--- config.mk ---
export PLATFORM = sky130hd
export DESIGN_NAME = spt_ctrl
export DESIGN_NICKNAME = d
export VERILOG_FILES = /design/src/rtl/spt_pkg.sv /design/src/rtl/spt_ctrl.sv
export SDC_FILE = /design/constraint.sdc
export NUM_CORES = 1
export LEC_CHECK = 0
export BUFFER_PORTS_ARGS = -buffer_cell sky130_fd_sc_hd__buf_2
export CORE_UTILIZATION = 58
export CTS_CLUSTER_SIZE = 28
export DETAILED_ROUTE_END_ITERATION = 8
export PLACE_DENSITY = 0.94
export SYNTH_ARGS = -nofsm -noshare
export SYNTH_HDL_FRONTEND = slang
export SYNTH_SLANG_ARGS = --single-unit
--- constraint.sdc ---
create_clock -name clk -period 3.2 [get_ports clk]
set_input_delay 0.48 -clock clk [delete_from_list [all_inputs] [get_ports clk]]
set_output_delay 0.48 -clock clk [all_outputs]
set_load 0.05 [all_outputs]
--- src/rtl/spt_pkg.sv ---
`timescale 1ns / 1ps
// ----------------------------------------------------------------------------
// Serpent package
// Shared constants, S-box functions and command types for the Serpent core.
// ----------------------------------------------------------------------------
package spt_pkg;

	localparam int ROUND_COUNT = 32;
	localparam int KEY_WORDS   = 4 * (ROUND_COUNT + 1);
	localparam int KADDR_W     = $clog2(KEY_WORDS);
	localparam int RND_W       = $clog2(ROUND_COUNT + 1);
	localparam logic [31:0] GOLDEN = 32'h9e3779b9;

	localparam logic [2:0] REG_KEY0   = 3'd0;
	localparam logic [2:0] REG_KEY1   = 3'd1;
	localparam logic [2:0] REG_KEY2   = 3'd2;
	localparam logic [2:0] REG_KEY3   = 3'd3;
	localparam logic [2:0] REG_KEYLEN = 3'd4;

	localparam logic CMD_ENCRYPT = 1'b0;
	localparam logic CMD_DECRYPT = 1'b1;

	// Controller to datapath commands.
	typedef struct packed {
		logic             load;     // capture input block
		logic             round;    // apply one round step
		logic             decrypt;  // direction
		logic [RND_W-1:0] rnd;      // round number in use
	} spt_cmd_t;

	function automatic logic [3:0] sbox(input logic [2:0] b, input logic [3:0] x);
		logic [63:0] row;
		unique case (b)
			3'd0: row = {4'd12,4'd9,4'd0,4'd7,4'd2,4'd4,4'd13,4'd14,
				4'd11,4'd5,4'd6,4'd10,4'd1,4'd15,4'd8,4'd3};
			3'd1: row = {4'd4,4'd3,4'd13,4'd6,4'd8,4'd14,4'd11,4'd1,
				4'd10,4'd5,4'd0,4'd9,4'd7,4'd2,4'd12,4'd15};
			3'd2: row = {4'd2,4'd5,4'd11,4'd0,4'd4,4'd14,4'd1,4'd13,
				4'd15,4'd10,4'd12,4'd3,4'd9,4'd7,4'd6,4'd8};
			3'd3: row = {4'd14,4'd5,4'd7,4'd10,4'd4,4'd2,4'd1,4'd13,
				4'd3,4'd6,4'd9,4'd12,4'd8,4'd11,4'd15,4'd0};
			3'd4: row = {4'd13,4'd7,4'd14,4'd9,4'd10,4'd4,4'd5,4'd2,
				4'd6,4'd11,4'd0,4'd12,4'd3,4'd8,4'd15,4'd1};
			3'd5: row = {4'd1,4'd7,4'd6,4'd13,4'd8,4'd14,4'd3,4'd0,
				4'd12,4'd9,4'd10,4'd4,4'd11,4'd2,4'd5,4'd15};
			3'd6: row = {4'd0,4'd10,4'd3,4'd13,4'd15,4'd1,4'd9,4'd14,
				4'd11,4'd6,4'd4,4'd8,4'd5,4'd12,4'd2,4'd7};
			default: row = {4'd6,4'd5,4'd3,4'd9,4'd10,4'd12,4'd4,4'd7,
				4'd11,4'd2,4'd8,4'd14,4'd0,4'd15,4'd13,4'd1};
		endcase
		return row[x*4 +: 4];
	endfunction

	function automatic logic [3:0] sbox_inv(input logic [2:0] b, input logic [3:0] y);
		logic [3:0] r;
		r = 4'd0;
		for (int v = 0; v < 16; v++) begin
			if (sbox(b, 4'(v)) == y) begin
				r = 4'(v);
			end
		end
		return r;
	endfunction

	// Bitslice S-box over four words.
	function automatic logic [127:0] sbox_slice(input logic [2:0] b, input logic inv,
			input logic [127:0] x);
		logic [127:0] r;
		logic [3:0]   n;
		logic [3:0]   m;
		r = '0;
		for (int j = 0; j < 32; j++) begin
			n = {x[96+j], x[64+j], x[32+j], x[j]};
			m = inv ? sbox_inv(b, n) : sbox(b, n);
			r[j] = m[0];
			r[32+j] = m[1];
			r[64+j] = m[2];
			r[96+j] = m[3];
		end
		return r;
	endfunction

	function automatic logic [31:0] rotl(input logic [31:0] v, input int n);
		return (v << n) | (v >> (32 - n));
	endfunction

	function automatic logic [127:0] lin_fwd(input logic [127:0] w);
		logic [31:0] x0, x1, x2, x3;
		x0 = w[31:0]; x1 = w[63:32]; x2 = w[95:64]; x3 = w[127:96];
		x0 = rotl(x0, 13);
		x2 = rotl(x2, 3);
		x1 = x1 ^ x0 ^ x2;
		x3 = x3 ^ x2 ^ (x0 << 3);
		x1 = rotl(x1, 1);
		x3 = rotl(x3, 7);
		x0 = x0 ^ x1 ^ x3;
		x2 = x2 ^ x3 ^ (x1 << 7);
		x0 = rotl(x0, 5);
		x2 = rotl(x2, 22);
		return {x3, x2, x1, x0};
	endfunction

	function automatic logic [127:0] lin_inv(input logic [127:0] w);
		logic [31:0] x0, x1, x2, x3;
		x0 = w[31:0]; x1 = w[63:32]; x2 = w[95:64]; x3 = w[127:96];
		x2 = rotl(x2, 10);
		x0 = rotl(x0, 27);
		x2 = x2 ^ x3 ^ (x1 << 7);
		x0 = x0 ^ x1 ^ x3;
		x3 = rotl(x3, 25);
		x1 = rotl(x1, 31);
		x3 = x3 ^ x2 ^ (x0 << 3);
		x1 = x1 ^ x0 ^ x2;
		x2 = rotl(x2, 29);
		x0 = rotl(x0, 19);
		return {x3, x2, x1, x0};
	endfunction

endpackage

--- src/rtl/spt_ctrl.sv ---
`timescale 1ns / 1ps
// ----------------------------------------------------------------------------
// Serpent controller
// Sequences subkey fetches and round steps for one block at a time.
// ----------------------------------------------------------------------------
module spt_ctrl
	import spt_pkg::*;
(
	input  logic       clk,
	input  logic       arst_n,
	input  logic       in_valid,
	input  logic       in_cmd,
	output logic       in_ready,
	input  logic       ks_busy,
	input  logic       key_done,
	input  logic       out_free,
	output logic       out_load,
	output logic       last_cap,
	output spt_cmd_t   cmd,
	output logic       fetch,
	output logic [RND_W-1:0] fetch_grp
);

	typedef enum logic [4:0] {
		ST_IDLE  = 5'b00001,
		ST_LAST  = 5'b00010,
		ST_FETCH = 5'b00100,
		ST_WAIT  = 5'b01000,
		ST_OUT   = 5'b10000
	} state_t;

	state_t           st_q;
	logic             dec_q;
	logic [RND_W-1:0] rnd_q;
	logic [RND_W-1:0] cnt_q;

	assign in_ready = (st_q == ST_IDLE) && !ks_busy;

	// Round sequencing.
	always_ff @(posedge clk or negedge arst_n) begin
		if (!arst_n) begin
			st_q <= ST_IDLE;
			dec_q <= 1'b0;
			rnd_q <= '0;
			cnt_q <= '0;
		end else begin
			unique case (st_q)
				ST_IDLE: begin
					if (in_valid && in_ready) begin
						dec_q <= in_cmd;
						rnd_q <= in_cmd ? RND_W'(ROUND_COUNT - 1) : '0;
						cnt_q <= '0;
						st_q <= ST_LAST;
					end
				end
				ST_LAST: begin
					if (key_done) begin
						st_q <= ST_FETCH;
					end
				end
				ST_FETCH: st_q <= ST_WAIT;
				ST_WAIT: begin
					if (key_done) begin
						cnt_q <= cnt_q + 1'b1;
						rnd_q <= dec_q ? rnd_q - 1'b1 : rnd_q + 1'b1;
						st_q <= (cnt_q == RND_W'(ROUND_COUNT - 1)) ? ST_OUT : ST_FETCH;
					end
				end
				default: begin
					if (out_free) begin
						st_q <= ST_IDLE;
					end
				end
			endcase
		end
	end

	assign fetch = (st_q == ST_IDLE && in_valid && in_ready) || (st_q == ST_FETCH);
	assign fetch_grp = (st_q == ST_IDLE) ? RND_W'(ROUND_COUNT) : rnd_q;
	assign last_cap = (st_q == ST_LAST) && key_done;
	assign out_load = (st_q == ST_OUT) && out_free;

	always_comb begin
		cmd.load = (st_q == ST_IDLE) && in_valid && in_ready;
		cmd.round = (st_q == ST_WAIT) && key_done;
		cmd.decrypt = dec_q;
		cmd.rnd = rnd_q;
	end

endmodule
Word-level counts from Yosys, hierarchy flattened
Cells that the tools add are included.
- output and inout port bits: 19
- bits in registers: 18
- input port bits: 7
- logic and storage cells: 45
- equal/unequal tests: 9
- add/sub/neg operators: 3
- reductions and logical operators: 14
- multiplexer cells: 15
- operators with widths (operator ; count):
    $mux W6 ; 6
    $mux W5 ; 6
    $pmux W6 S2 ; 2
    $pmux W5 S4 ; 1
    $add A6 B1 Y6 const B ; 2
    $logic_and A1 B1 Y1 ; 7
    $eq A6 B5 Y1 const B ; 1
    $sub A6 B1 Y6 const B ; 1
    $eq A5 B1 Y1 const B ; 1
    $eq A5 B2 Y1 const B ; 1
    $eq A5 B3 Y1 const B ; 1
    $eq A5 B4 Y1 const B ; 1
    $eq A5 B5 Y1 const B ; 1
    $reduce_bool A5 Y1 ; 1
    $ne A2 B2 Y1 const B ; 2
    $reduce_and A4 Y1 ; 1
    $reduce_and A3 Y1 ; 1
    $ne A2 B1 Y1 const B ; 1
    $reduce_and A2 Y1 ; 1
    $reduce_bool A2 Y1 ; 1
    $logic_not A1 Y1 ; 1
    $logic_or A1 B1 Y1 ; 1

Depth between registers and ports, before layout
- word-level depth: 5
- depth in mapped cells: 7
- mapped depth without buffers: 7

Worst setup path after synthesis
Ideal clock, no wire load.
- path type: reg-to-output
- start point: register st_q[1]
- end point: output fetch
- slack: 0.846 ns
- path buffers: 1
- cell stages (with the launch flop): 4
- data required time: 2.720 ns
- data arrival time: 1.874 ns
- path through: dfrtp_1 -> buf_6 -> or2_2 -> nor3_1
- word-level cells in the longest chain between the ends: 4
- elaborated cells between the ends (all ways): 6
- those cells by class: eq/ne (2); reduce/logical (4)
- RTL lines (item ; line ; RTL):
    from (decl) ; spt_ctrl.sv:32 ; state_t st_q;
    from (signal assigned) ; spt_ctrl.sv:66 ; st_q <= (cnt_q == RND_W'(ROUND_COUNT - 1)) ? ST_OUT : ST_FETCH;
    $eq A5 B1 Y1 ; spt_ctrl.sv:37, spt_ctrl.sv:78 ;
    $logic_and A1 B1 Y1, on equally long branches ; spt_ctrl.sv:78, spt_ctrl.sv:37 ;
    $logic_and A1 B1 Y1 ; spt_ctrl.sv:78 ; assign fetch = (st_q == ST_IDLE && in_valid && in_ready) || (st_q == ST_FETCH);
    $logic_or A1 B1 Y1 * ; spt_ctrl.sv:78 ;
    to (decl) ; spt_ctrl.sv:20 ; output logic fetch,
Mark *: on every way between the ends. The rest lies on a longest branch, timed or not.

==> reports/results.tsv <==
metric	value	unit
cts_root_buf	clkbuf_4	
dpl.hpwl	2190	um
syn_to_final_growth	12.6	%
fp.dieH	48.2	um
synth_top_area_share	34.3	%
cp.buffers_inverters	1	
cp_max_fo	9	
clk_path_buf_depth	2	
nets	177	
tightestPinTransition	0.423	ns
syn_area_per_cell	8.91	um^2
cts_setup_buffers	0	
yosysWarnings	0	
fin_cells	190	
drt_wl_total	2940	um
r2r_setup_slack	1.02	ns
die_w	48.2	um
worst-setup-path-type	reg2out	
timing.fmax	432	MHz
fp-row-count	16	
antenna_found_initial	0	
start_kind	flip-flop	
synth-edff-count	0	
die_area	2320	um^2
utilization	70.4	%
max_slew_margin	71.6	%
drive_above_1_share	25.2	%
grt_max_degree	19	
slowest_delay	0.51	ns
placedCellCount	186	
async_reset_ff_share	100	%
layout_common_cells	buf_2, o21ai_0, dfrtp_1	
cts_max_level	1	
synth_fp_nets	152	
core_area	1980	um^2
start_util	62.5	%
rsz0062_at_grt	false	
cp_cell_sequence	nor2_2, nand3_2, nor2_1, buf_2	
gp_congestion	0.873	
ys.flop_type	dfrtp_1	
crit_path_end_kind	output port	
drt_iter0_drc	36	
final.setup.tns	0	ns
grt_pass1_vias	1015	
fin_skew	0.00206	ns
grt_pass1_wl	4630	um
drv_cap	0	
cts_resized	0	
cts_hold_buffers	0	
layout_commonest_cell	buf_2	
ys_ff_latch	18	
io_pins	26	
setup_viol	0	
cts_buffers	3	
finalCriticalPeriod	2.31	ns
reg2reg_depth	6	
postRouteAntennaNets	0	
reg2reg_to	rnd_q[5]$_DFFE_PN0P_	
overflow	0	
port_buffers	25	
hold_path_class	in2async	
clkTransAtPathRegs	0.11	ns
yosysTopAreaCell	dfrtp_1	
via_per_inst	6.10	
cp_top_family	simple AND/OR/NAND/NOR gates	
synthCells	139	
pre_cts_ws	1.05	ns
worst_ep_arrival_time	1.83	ns
cp.required	2.72	ns
synth_area_leaders	dfrtp_1, o21ai_0, ha_1, and2_1, nand2_1	
synth_cell_types	48	
finalCritPeriodShare	72.3	%
status	completed	
crit_cells	4	
vias	1159	
drt_pre_antenna_iters	4	
finalHoldViolCount	0	
worstReg2RegStart	dec_q$_DFFE_PN0P_	
diodes	0	
cp_slowest_cell	dfrtp_1	
grt_use_total	29.3	%
finalWorstSetupSlack	0.885	ns
slew_viol_final	0	
drc	0	
routedWlPerCell	15.5	um
synth_seq_area_share	36.5	%
clock_sinks	18	
synth_area	1240	um^2
tritoncts	yes	
clock_latency	0.30	ns
==> logic make-up (layout without fill, tap and decap cells) <==
family / Yosys count / in the layout / share of synthesized area (%)
adders and majority gates: 6 / 6 / 6.67
muxes: 3 / 3 / 2.63
buffers and inverters: 13 / 37 / 5.56
DFF: 18 / 18 / 36.5
AOI/OAI and AO/OA: 42 / 42 / 21.5
xor gates and xnor gates: 3 / 3 / 2.12
and+or+nand+nor: 54 / 54 / 25.1
==> sequential cells by signal, summed over array words and instances, names as in the netlist <==
name,flops
rnd_q,6
st_q,5
dec_q,1
cnt_q,6
==> per-layer routing <==
metal / up-vias / GRT usage (%) / share of wire [%]
met5: - / 0 / 0
met4: 0 / 13.9 / 2.7
met3: 12 / 4.81 / 6.2
met2: 54 / 45.6 / 50
met1: 549 / 39.6 / 41
li1: 544 / - / -
==> synth_stat cells (all sizes together) (2+ instances only) <==
cell	number
a31oi	2
a21oi	8
nor3	5
nand2	11
ha	5
nor2	11
inv	8
and2	8
a21o	3
dfrtp	17
xnor2	2
o21ai	19
nand3	9
buf	4
o31ai	2
mux2	2
nand2b	2
==> metrics by stage <==
stage	area (um^2)	hold WS [ns]
CTS	1400	0.0994
finish	1400	0.0919
global route	1400	0.115
global placement	1360	0.433
detailed placement	1360	0.441
floorplan	1240	0.184
==> worst max-delay path by stage <==
stage	start	endpoint	slack [ns]
floorplan	st_q[1]$_DFFE_PN0P_	fetch	0.85
global placement	dec_q$_DFFE_PN0P_	rnd_q[5]$_DFFE_PN0P_	1.19
detailed placement	dec_q$_DFFE_PN0P_	rnd_q[5]$_DFFE_PN0P_	1.05
CTS	st_q[1]$_DFFE_PN0P_	cmd[8]	0.89
global route	st_q[1]$_DFFE_PN0P_	cmd[8]	0.77
finish	st_q[1]$_DFFE_PN0P_	cmd[8]	0.89
==> final cells by class <==
cell class,instances,area [um^2]
Fill cell,168,587
Tap cell,27,33.8
Clock buffer,4,36.3
Timing Repair Buffer,25,125
Multi-Input combinational cell,108,718
Sequential cell,18,452
Inverter,8,30.0
==> worst register-to-register path, cell delays in order, from the launching register on <==
cell and delay, ns:
dfrtp_1 0.48, ha_1 0.37, and2_1 0.18, a311o_1 0.32, a21oi_1 0.27, o31ai_1 0.13, a221o_1 0.32
Power is left out: the tool's default activity adds up to more than one toggle a clock period on the data nets, which glitch-free logic cannot reach.
